File: src/rtl/core/ppwm_pkg.sv
`default_nettype none
package ppwm_pkg;

    // counter width and number of populated channels
    localparam int COUNT_WIDTH  = 16;
    localparam int NUM_CHANNELS = 4;
    localparam int DATA_WIDTH   = 16;
    localparam int PWM_WIDTH    = 4;
    localparam int EXT_WIDTH    = 48;

    typedef logic [COUNT_WIDTH-1:0] cnt_t;
    typedef logic [DATA_WIDTH-1:0]  data_t;

    // item operation codes
    typedef enum logic [1:0] {
        OP_TICK  = 2'd0,
        OP_WRITE = 2'd1,
        OP_READ  = 2'd2,
        OP_NONE  = 2'd3
    } op_t;

    // register map
    localparam logic [3:0] ADDR_CTRL     = 4'd0;
    localparam logic [3:0] ADDR_IRQ_EN   = 4'd1;
    localparam logic [3:0] ADDR_STATUS   = 4'd2;
    localparam logic [3:0] ADDR_PRESCALE = 4'd3;
    localparam logic [3:0] ADDR_RELOAD   = 4'd4;
    localparam logic [3:0] ADDR_COUNT    = 4'd5;
    localparam logic [3:0] ADDR_CHAN     = 4'd6;
    localparam logic [3:0] ADDR_CMP1     = 4'd7;

    // ctrl register bit positions
    localparam int CTRL_EN_BIT  = 0;
    localparam int CTRL_DIR_BIT = 4;

    // channel control field layout
    localparam int CH_MODE_BIT = 0;
    localparam int CH_POL_BIT  = 1;
    localparam int CH_EN_BIT   = 2;
    localparam int CH_BITS     = 3;

    // bus data to counter width, zero extended or truncated
    function automatic cnt_t to_cnt(input data_t d);
        logic [EXT_WIDTH-1:0] w;
        w = EXT_WIDTH'(d);
        return w[COUNT_WIDTH-1:0];
    endfunction

    // counter value to bus data, low bits
    function automatic data_t to_data(input cnt_t c);
        logic [EXT_WIDTH-1:0] w;
        w = EXT_WIDTH'(c);
        return w[DATA_WIDTH-1:0];
    endfunction

endpackage
`default_nettype wire

File: src/rtl/core/prescaled_pwm_timer.sv
`default_nettype none
// Prescaled up/down timer with PWM channels and a register port.
// Input channel (s_*): each item is a timer tick (op 0), a register write
// (op 1) or a register read (op 2); op 3 changes nothing.
// Result channel (m_*): exactly one item per input item, in order, carrying
// the read data (zero unless a read), the update interrupt level and the
// PWM levels, all as they stand after the input item has been applied.
// The result is registered: valid in the cycle after the item is accepted.
// Throughput: one item per cycle while results are taken; state update and
// result computation take a single pass of logic (prescale compare, counter
// add/compare, per-channel compare) into the state and result registers.
// A stalled receiver holds the result register; s_ready is high whenever
// the result register is empty or is being taken in the same cycle, so
// input is only held off while a result waits.
// Reset (aresetn low, synchronous): timer disabled, up count, all flags,
// counters, channel controls and compares zero, reload all ones, no result
// pending.
module prescaled_pwm_timer
    import ppwm_pkg::*;
(
    input  wire logic                 aclk,
    input  wire logic                 aresetn,
    input  wire logic                 s_valid,
    output logic                      s_ready,
    input  wire logic [1:0]           s_op,
    input  wire logic [3:0]           s_addr,
    input  wire logic [15:0]          s_wdata,
    output logic                      m_valid,
    input  wire logic                 m_ready,
    output logic [15:0]               m_rdata,
    output logic                      m_irq,
    output logic [PWM_WIDTH-1:0]      m_pwm_out
);

    // timer state
    logic                       enable_reg, enable_next;
    logic                       down_reg, down_next;
    logic                       irq_en_reg, irq_en_next;
    logic                       flag_reg, flag_next;
    cnt_t                       psc_val_reg, psc_val_next;
    cnt_t                       reload_reg, reload_next;
    cnt_t                       count_reg, count_next;
    cnt_t                       psc_cnt_reg, psc_cnt_next;
    logic [CH_BITS-1:0]         chan_reg [NUM_CHANNELS];
    logic [CH_BITS-1:0]         chan_next [NUM_CHANNELS];
    cnt_t                       cmp_reg [NUM_CHANNELS];
    cnt_t                       cmp_next [NUM_CHANNELS];

    // result register
    logic                       m_valid_reg;
    data_t                      rdata_reg, rdata_next;
    logic                       irq_reg, irq_next;
    logic [PWM_WIDTH-1:0]       pwm_reg, pwm_next;

    logic                       accept;
    op_t                        op;

    assign s_ready = !m_valid_reg || m_ready;
    assign accept  = s_valid && s_ready;
    assign op      = op_t'(s_op);

    // next state for the accepted item
    always_comb begin
        enable_next  = enable_reg;
        down_next    = down_reg;
        irq_en_next  = irq_en_reg;
        flag_next    = flag_reg;
        psc_val_next = psc_val_reg;
        reload_next  = reload_reg;
        count_next   = count_reg;
        psc_cnt_next = psc_cnt_reg;
        for (int c = 0; c < NUM_CHANNELS; c++) begin
            chan_next[c] = chan_reg[c];
            cmp_next[c]  = cmp_reg[c];
        end
        if (accept) begin
            case (op)
                OP_TICK: begin
                    if (enable_reg) begin
                        if (psc_cnt_reg >= psc_val_reg) begin
                            psc_cnt_next = '0;
                            // main counter step
                            if (down_reg) begin
                                if (count_reg == '0) begin
                                    count_next = reload_reg;
                                    flag_next  = 1'b1;
                                end else begin
                                    count_next = count_reg - cnt_t'(1);
                                end
                            end else begin
                                if (count_reg >= reload_reg) begin
                                    count_next = '0;
                                    flag_next  = 1'b1;
                                end else begin
                                    count_next = count_reg + cnt_t'(1);
                                end
                            end
                        end else begin
                            psc_cnt_next = psc_cnt_reg + cnt_t'(1);
                        end
                    end
                end
                OP_WRITE: begin
                    unique case (s_addr)
                        ADDR_CTRL: begin
                            enable_next = s_wdata[CTRL_EN_BIT];
                            down_next   = s_wdata[CTRL_DIR_BIT];
                        end
                        ADDR_IRQ_EN:   irq_en_next = s_wdata[0];
                        ADDR_STATUS: begin
                            if (!s_wdata[0]) begin
                                flag_next = 1'b0;
                            end
                        end
                        ADDR_PRESCALE: psc_val_next = to_cnt(s_wdata);
                        ADDR_RELOAD:   reload_next  = to_cnt(s_wdata);
                        ADDR_COUNT:    count_next   = to_cnt(s_wdata);
                        ADDR_CHAN: begin
                            for (int c = 0; c < NUM_CHANNELS; c++) begin
                                chan_next[c] = s_wdata[CH_BITS*c +: CH_BITS];
                            end
                        end
                        default: begin
                            for (int c = 0; c < NUM_CHANNELS; c++) begin
                                if (s_addr == ADDR_CMP1 + 4'(c)) begin
                                    cmp_next[c] = to_cnt(s_wdata);
                                end
                            end
                        end
                    endcase
                end
                default: ;
            endcase
        end
    end

    // read data for the accepted item
    always_comb begin
        rdata_next = '0;
        if (op == OP_READ) begin
            unique case (s_addr)
                ADDR_CTRL: begin
                    rdata_next[CTRL_EN_BIT]  = enable_reg;
                    rdata_next[CTRL_DIR_BIT] = down_reg;
                end
                ADDR_IRQ_EN:   rdata_next[0] = irq_en_reg;
                ADDR_STATUS:   rdata_next[0] = flag_reg;
                ADDR_PRESCALE: rdata_next = to_data(psc_val_reg);
                ADDR_RELOAD:   rdata_next = to_data(reload_reg);
                ADDR_COUNT:    rdata_next = to_data(count_reg);
                ADDR_CHAN: begin
                    for (int c = 0; c < NUM_CHANNELS; c++) begin
                        rdata_next[CH_BITS*c +: CH_BITS] = chan_reg[c];
                    end
                end
                default: begin
                    for (int c = 0; c < NUM_CHANNELS; c++) begin
                        if (s_addr == ADDR_CMP1 + 4'(c)) begin
                            rdata_next = to_data(cmp_reg[c]);
                        end
                    end
                end
            endcase
        end
    end

    // interrupt and pwm levels from the updated state
    always_comb begin
        logic lvl;
        irq_next = flag_next && irq_en_next;
        pwm_next = '0;
        for (int c = 0; c < NUM_CHANNELS; c++) begin
            lvl = chan_next[c][CH_MODE_BIT] && (count_next < cmp_next[c]);
            lvl = lvl ^ chan_next[c][CH_POL_BIT];
            pwm_next[c] = lvl && chan_next[c][CH_EN_BIT];
        end
    end

    // state registers
    always_ff @(posedge aclk) begin
        if (!aresetn) begin
            enable_reg  <= 1'b0;
            down_reg    <= 1'b0;
            irq_en_reg  <= 1'b0;
            flag_reg    <= 1'b0;
            psc_val_reg <= '0;
            reload_reg  <= '1;
            count_reg   <= '0;
            psc_cnt_reg <= '0;
            for (int c = 0; c < NUM_CHANNELS; c++) begin
                chan_reg[c] <= '0;
                cmp_reg[c]  <= '0;
            end
        end else begin
            enable_reg  <= enable_next;
            down_reg    <= down_next;
            irq_en_reg  <= irq_en_next;
            flag_reg    <= flag_next;
            psc_val_reg <= psc_val_next;
            reload_reg  <= reload_next;
            count_reg   <= count_next;
            psc_cnt_reg <= psc_cnt_next;
            for (int c = 0; c < NUM_CHANNELS; c++) begin
                chan_reg[c] <= chan_next[c];
                cmp_reg[c]  <= cmp_next[c];
            end
        end
    end

    // result valid flag
    always_ff @(posedge aclk) begin
        if (!aresetn) begin
            m_valid_reg <= 1'b0;
        end else if (s_ready) begin
            m_valid_reg <= s_valid;
        end
    end

    // result payload
    always_ff @(posedge aclk) begin
        if (accept) begin
            rdata_reg <= rdata_next;
            irq_reg   <= irq_next;
            pwm_reg   <= pwm_next;
        end
    end

    assign m_valid   = m_valid_reg;
    assign m_rdata   = rdata_reg;
    assign m_irq     = irq_reg;
    assign m_pwm_out = pwm_reg;

endmodule
`default_nettype wire
File: config.mk
export PLATFORM = sky130hd
export DESIGN_NAME = prescaled_pwm_timer
export DESIGN_NICKNAME = d
export VERILOG_FILES = /design/src/rtl/core/ppwm_pkg.sv /design/src/rtl/core/prescaled_pwm_timer.sv
export SDC_FILE = /design/constraint.sdc
export NUM_CORES = 1
export LEC_CHECK = 0
export BUFFER_PORTS_ARGS = -buffer_cell sky130_fd_sc_hd__buf_2
export CAP_MARGIN = 20
export CORE_MARGIN = 2
export CORE_UTILIZATION = 35
export DETAILED_ROUTE_END_ITERATION = 7
export GPL_TIMING_DRIVEN = 0
export PLACE_DENSITY_LB_ADDON = 0.15
export SLEW_MARGIN = 20
export SYNTH_ARGS = -nofsm -noshare
export SYNTH_HDL_FRONTEND = slang
export SYNTH_SLANG_ARGS = --single-unit
File: constraint.sdc
create_clock -name aclk -period 10.6 [get_ports aclk]
set_clock_uncertainty 0.2 [all_clocks]
set_input_delay 0.53 -clock aclk [delete_from_list [all_inputs] [get_ports aclk]]
set_output_delay 0.53 -clock aclk [all_outputs]
set_load 0.02 [all_outputs]
==> results.json <==
{
  "hp-class": "in2reg",
  "cp-start-kind": "register",
  "drc": 0,
  "ys_seq_elements": 166,
  "syn_area_mm2": 0.0104,
  "firstDrtPassIters": 6,
  "rows": 62,
  "syn_nets": 1355,
  "grt_pass1_vias": 9224,
  "seq_area_frac_synth": 0.341,
  "start_util": 0.358,
  "dpl.hpwl_mm": 32.1,
  "final.period_utilization": 0.635,
  "fp.dieH_um": 176,
  "cts_resized": 0,
  "dp_cells": 1664,
  "multi_input_area_mm2": 0.00638,
  "post-route-util": 0.403,
  "fin_tns_setup_ps": 0,
  "grt_first_pass_wirelength_mm": 61.5,
  "seqCellArea_mm2": 0.00353,
  "clkSlewWorstSetupHoldPaths_ps": 80,
  "maxSlewViolCount": 0,
  "nFillCells": 2989,
  "cts_tree": "done",
  "status": "completed",
  "grt-ovfl-total": 0,
  "dpl-instance-area_mm2": 0.0111,
  "grt_max_degree": 24,
  "vias": 10000,
  "instances_no_fill": 1697,
  "antenna_found_initial": 1,
  "htree_levels": 4,
  "vias_per_cell": 5.92,
  "crit_path_end_kind": "register",
  "ys_types": 72,
  "synth_flop_cell": "dfxtp_1",
  "clock_latency_ps": 450,
  "clock-sinks": 166,
  "gp_congestion": 0.983,
  "wirelength_mm": 42.4,
  "cts_hold_buffers": 0,
  "rsz0062_at_grt": "no",
  "crit_required_ps": 10610,
  "synth_edf_count": 21,
  "final_area_mm2": 0.0117,
  "avgSynthCellArea_um2": 8.37,
  "whs_ps": 186,
  "drive_gt1_frac": 0.0793,
  "ys_async_sr_fraction": 0,
  "leakage_nw": 4.96,
  "finalHoldViolCount": 0,
  "power.total_mw": 1.47,
  "synthToLayoutAreaGrowth_pct": 12.6,
  "cts_buffer_depth": 2,
  "drt_iter0_drc": 1427,
  "setup_viol": 0,
  "yosysWarnings": 0,
  "arrival_ps": 6750,
  "io_pins": 49,
  "syn_inst": 1238,
  "grt_usage": 0.273,
  "dieArea_mm2": 0.0310,
  "ir_drop_uv": 114,
  "fp.dieW_um": 176,
  "fin_ws_ps": 3870,
  "cts_made_buffers": 17,
  "fin_crit_ps": 6730,
  "routedWlPerCell_um": 25.0,
  "final_antenna_net_count": 0,
  "post-cts-setup-buffers": 0,
  "path_max_fanout": 10,
  "largest_register_ffs": 64,
  "crit_type": "reg2reg",
  "coreArea_mm2": 0.0289,
  "max-slew-margin-rel": 0.200,
  "fin_nets": 1416,
  "pre_cts_ws_ps": 4110,
  "p_per_area_mw_per_mm2": 126,
  "max-cap-violations": 0,
  "max_freq_mhz": 148,
  "worst_slew_pin_slew_ps": 1200,
  "root_buffer": "clkbuf_16",
  "port-buffer-count": 38
}
==> worst max-delay path, cell delays in order (launching register included) <==
cell	delay, ps
dfxtp_1	370
clkbuf_1	470
inv_1	250
ha_1	340
and3b_1	200
and3_1	220
nand2_1	150
clkbuf_1	430
o22ai_1	140
a311o_1	350
a21oi_1	200
o22ai_1	130
a21oi_2	720
ha_1	380
a21o_1	160
a21o_1	170
a21oi_1	130
nor2b_1	60
o21ai_0	150
a21oi_1	110
a2111oi_0	580
mux2_2	400
o211ai_1	170
==> per-layer routing <==
| metal | vias to the layer above | global-route usage | part of all wire |
|---|---|---|---|
| met5 | - | 0 | 0.00031 |
| met1 | 4805 | 0.388 | 0.44 |
| met3 | 60 | 0.0491 | 0.096 |
| met2 | 502 | 0.417 | 0.43 |
| li1 | 4679 | - | - |
| met4 | 2 | 0.0933 | 0.034 |
==> cell usage in the layout (no fill, tap or decap), types with 5 or more instances in the layout <==
cell	n
o21a_1	13
xor2_1	19
inv_1	47
nor3_1	15
nand2b_1	11
or2_2	5
nor4_1	7
a22oi_1	50
edfxtp_1	21
nand2_1	128
clkbuf_16	17
a31oi_1	24
inv_6	6
clkbuf_1	71
inv_8	5
a41oi_1	10
dfxtp_1	145
nor2_1	147
nand3_1	21
o211ai_1	21
xnor2_1	11
and3_1	14
a21o_1	22
a22o_1	6
buf_2	43
nor2b_1	6
a211oi_1	6
o21ai_0	34
a222oi_1	5
ha_1	91
o22ai_1	19
a21oi_1	70
and2_1	19
mux2i_1	72
nand4_1	25
==> layout make-up <==
cell class              count  share of cell area
diodes                      1            0.000214
plain buffers              77              0.0253
clock buffers              17              0.0365
clock inverters            15              0.0128
inverters                  49              0.0158
multi-input cells         946               0.547
flip-flops and latches    166               0.303
well taps                 384              0.0412
repair buffers             42              0.0189
==> synthesized netlist by cell type (16+ instances only) <==
cell type | instances | area share
nor2_1 | 147 | 0.053
dfxtp_1 | 145 | 0.28
nand2_1 | 128 | 0.046
ha_1 | 91 | 0.11
a21oi_1 | 73 | 0.035
mux2i_1 | 72 | 0.070
clkbuf_1 | 71 | 0.026
a22oi_1 | 50 | 0.036
inv_1 | 48 | 0.017
o21ai_0 | 35 | 0.017
a31oi_1 | 25 | 0.015
nand4_1 | 25 | 0.015
a21o_1 | 22 | 0.016
edfxtp_1 | 21 | 0.061
nand3_1 | 21 | 0.010
o211ai_1 | 21 | 0.015
and2_1 | 19 | 0.011
o22ai_1 | 19 | 0.011
xor2_1 | 19 | 0.016
nor3_1 | 16 | 0.0077
==> cells by family after synthesis <==
kind of cell               count (synthesis)  synth area share
AOI/OAI and AO/OA                        326             0.213
and+or+nand+nor                          423             0.191
DFF                                      166             0.341
adders and majority gates                 92             0.111
buffers and inverters                    126            0.0462
xor gates and xnor gates                  30            0.0254
muxes                                     75            0.0728
==> path summary, 6_finish.rpt <==
path,start,cells past startpoint,end,slack (ps)
worst max-delay path,count_reg[1]$_SDFF_PN0_,22,m_pwm_out[0]$_DFFE_PP_,3870
worst min-delay path,s_valid,3,m_valid$_SDFFE_PN0N_,190
worst max register to register,count_reg[1]$_SDFF_PN0_,22,m_pwm_out[0]$_DFFE_PP_,3870
worst min register to register,cmp_reg[1][0]$_SDFF_PN0_,2,cmp_reg[1][0]$_SDFF_PN0_,280
==> power by group <==
group / total (mW) / internal, mW / switching [mW]
sequential: 0.649 / 0.644 / 0.00544
combinational: 0.204 / 0.0628 / 0.141
clock: 0.621 / 0.315 / 0.306
Power figures use the tool's default switching activity.
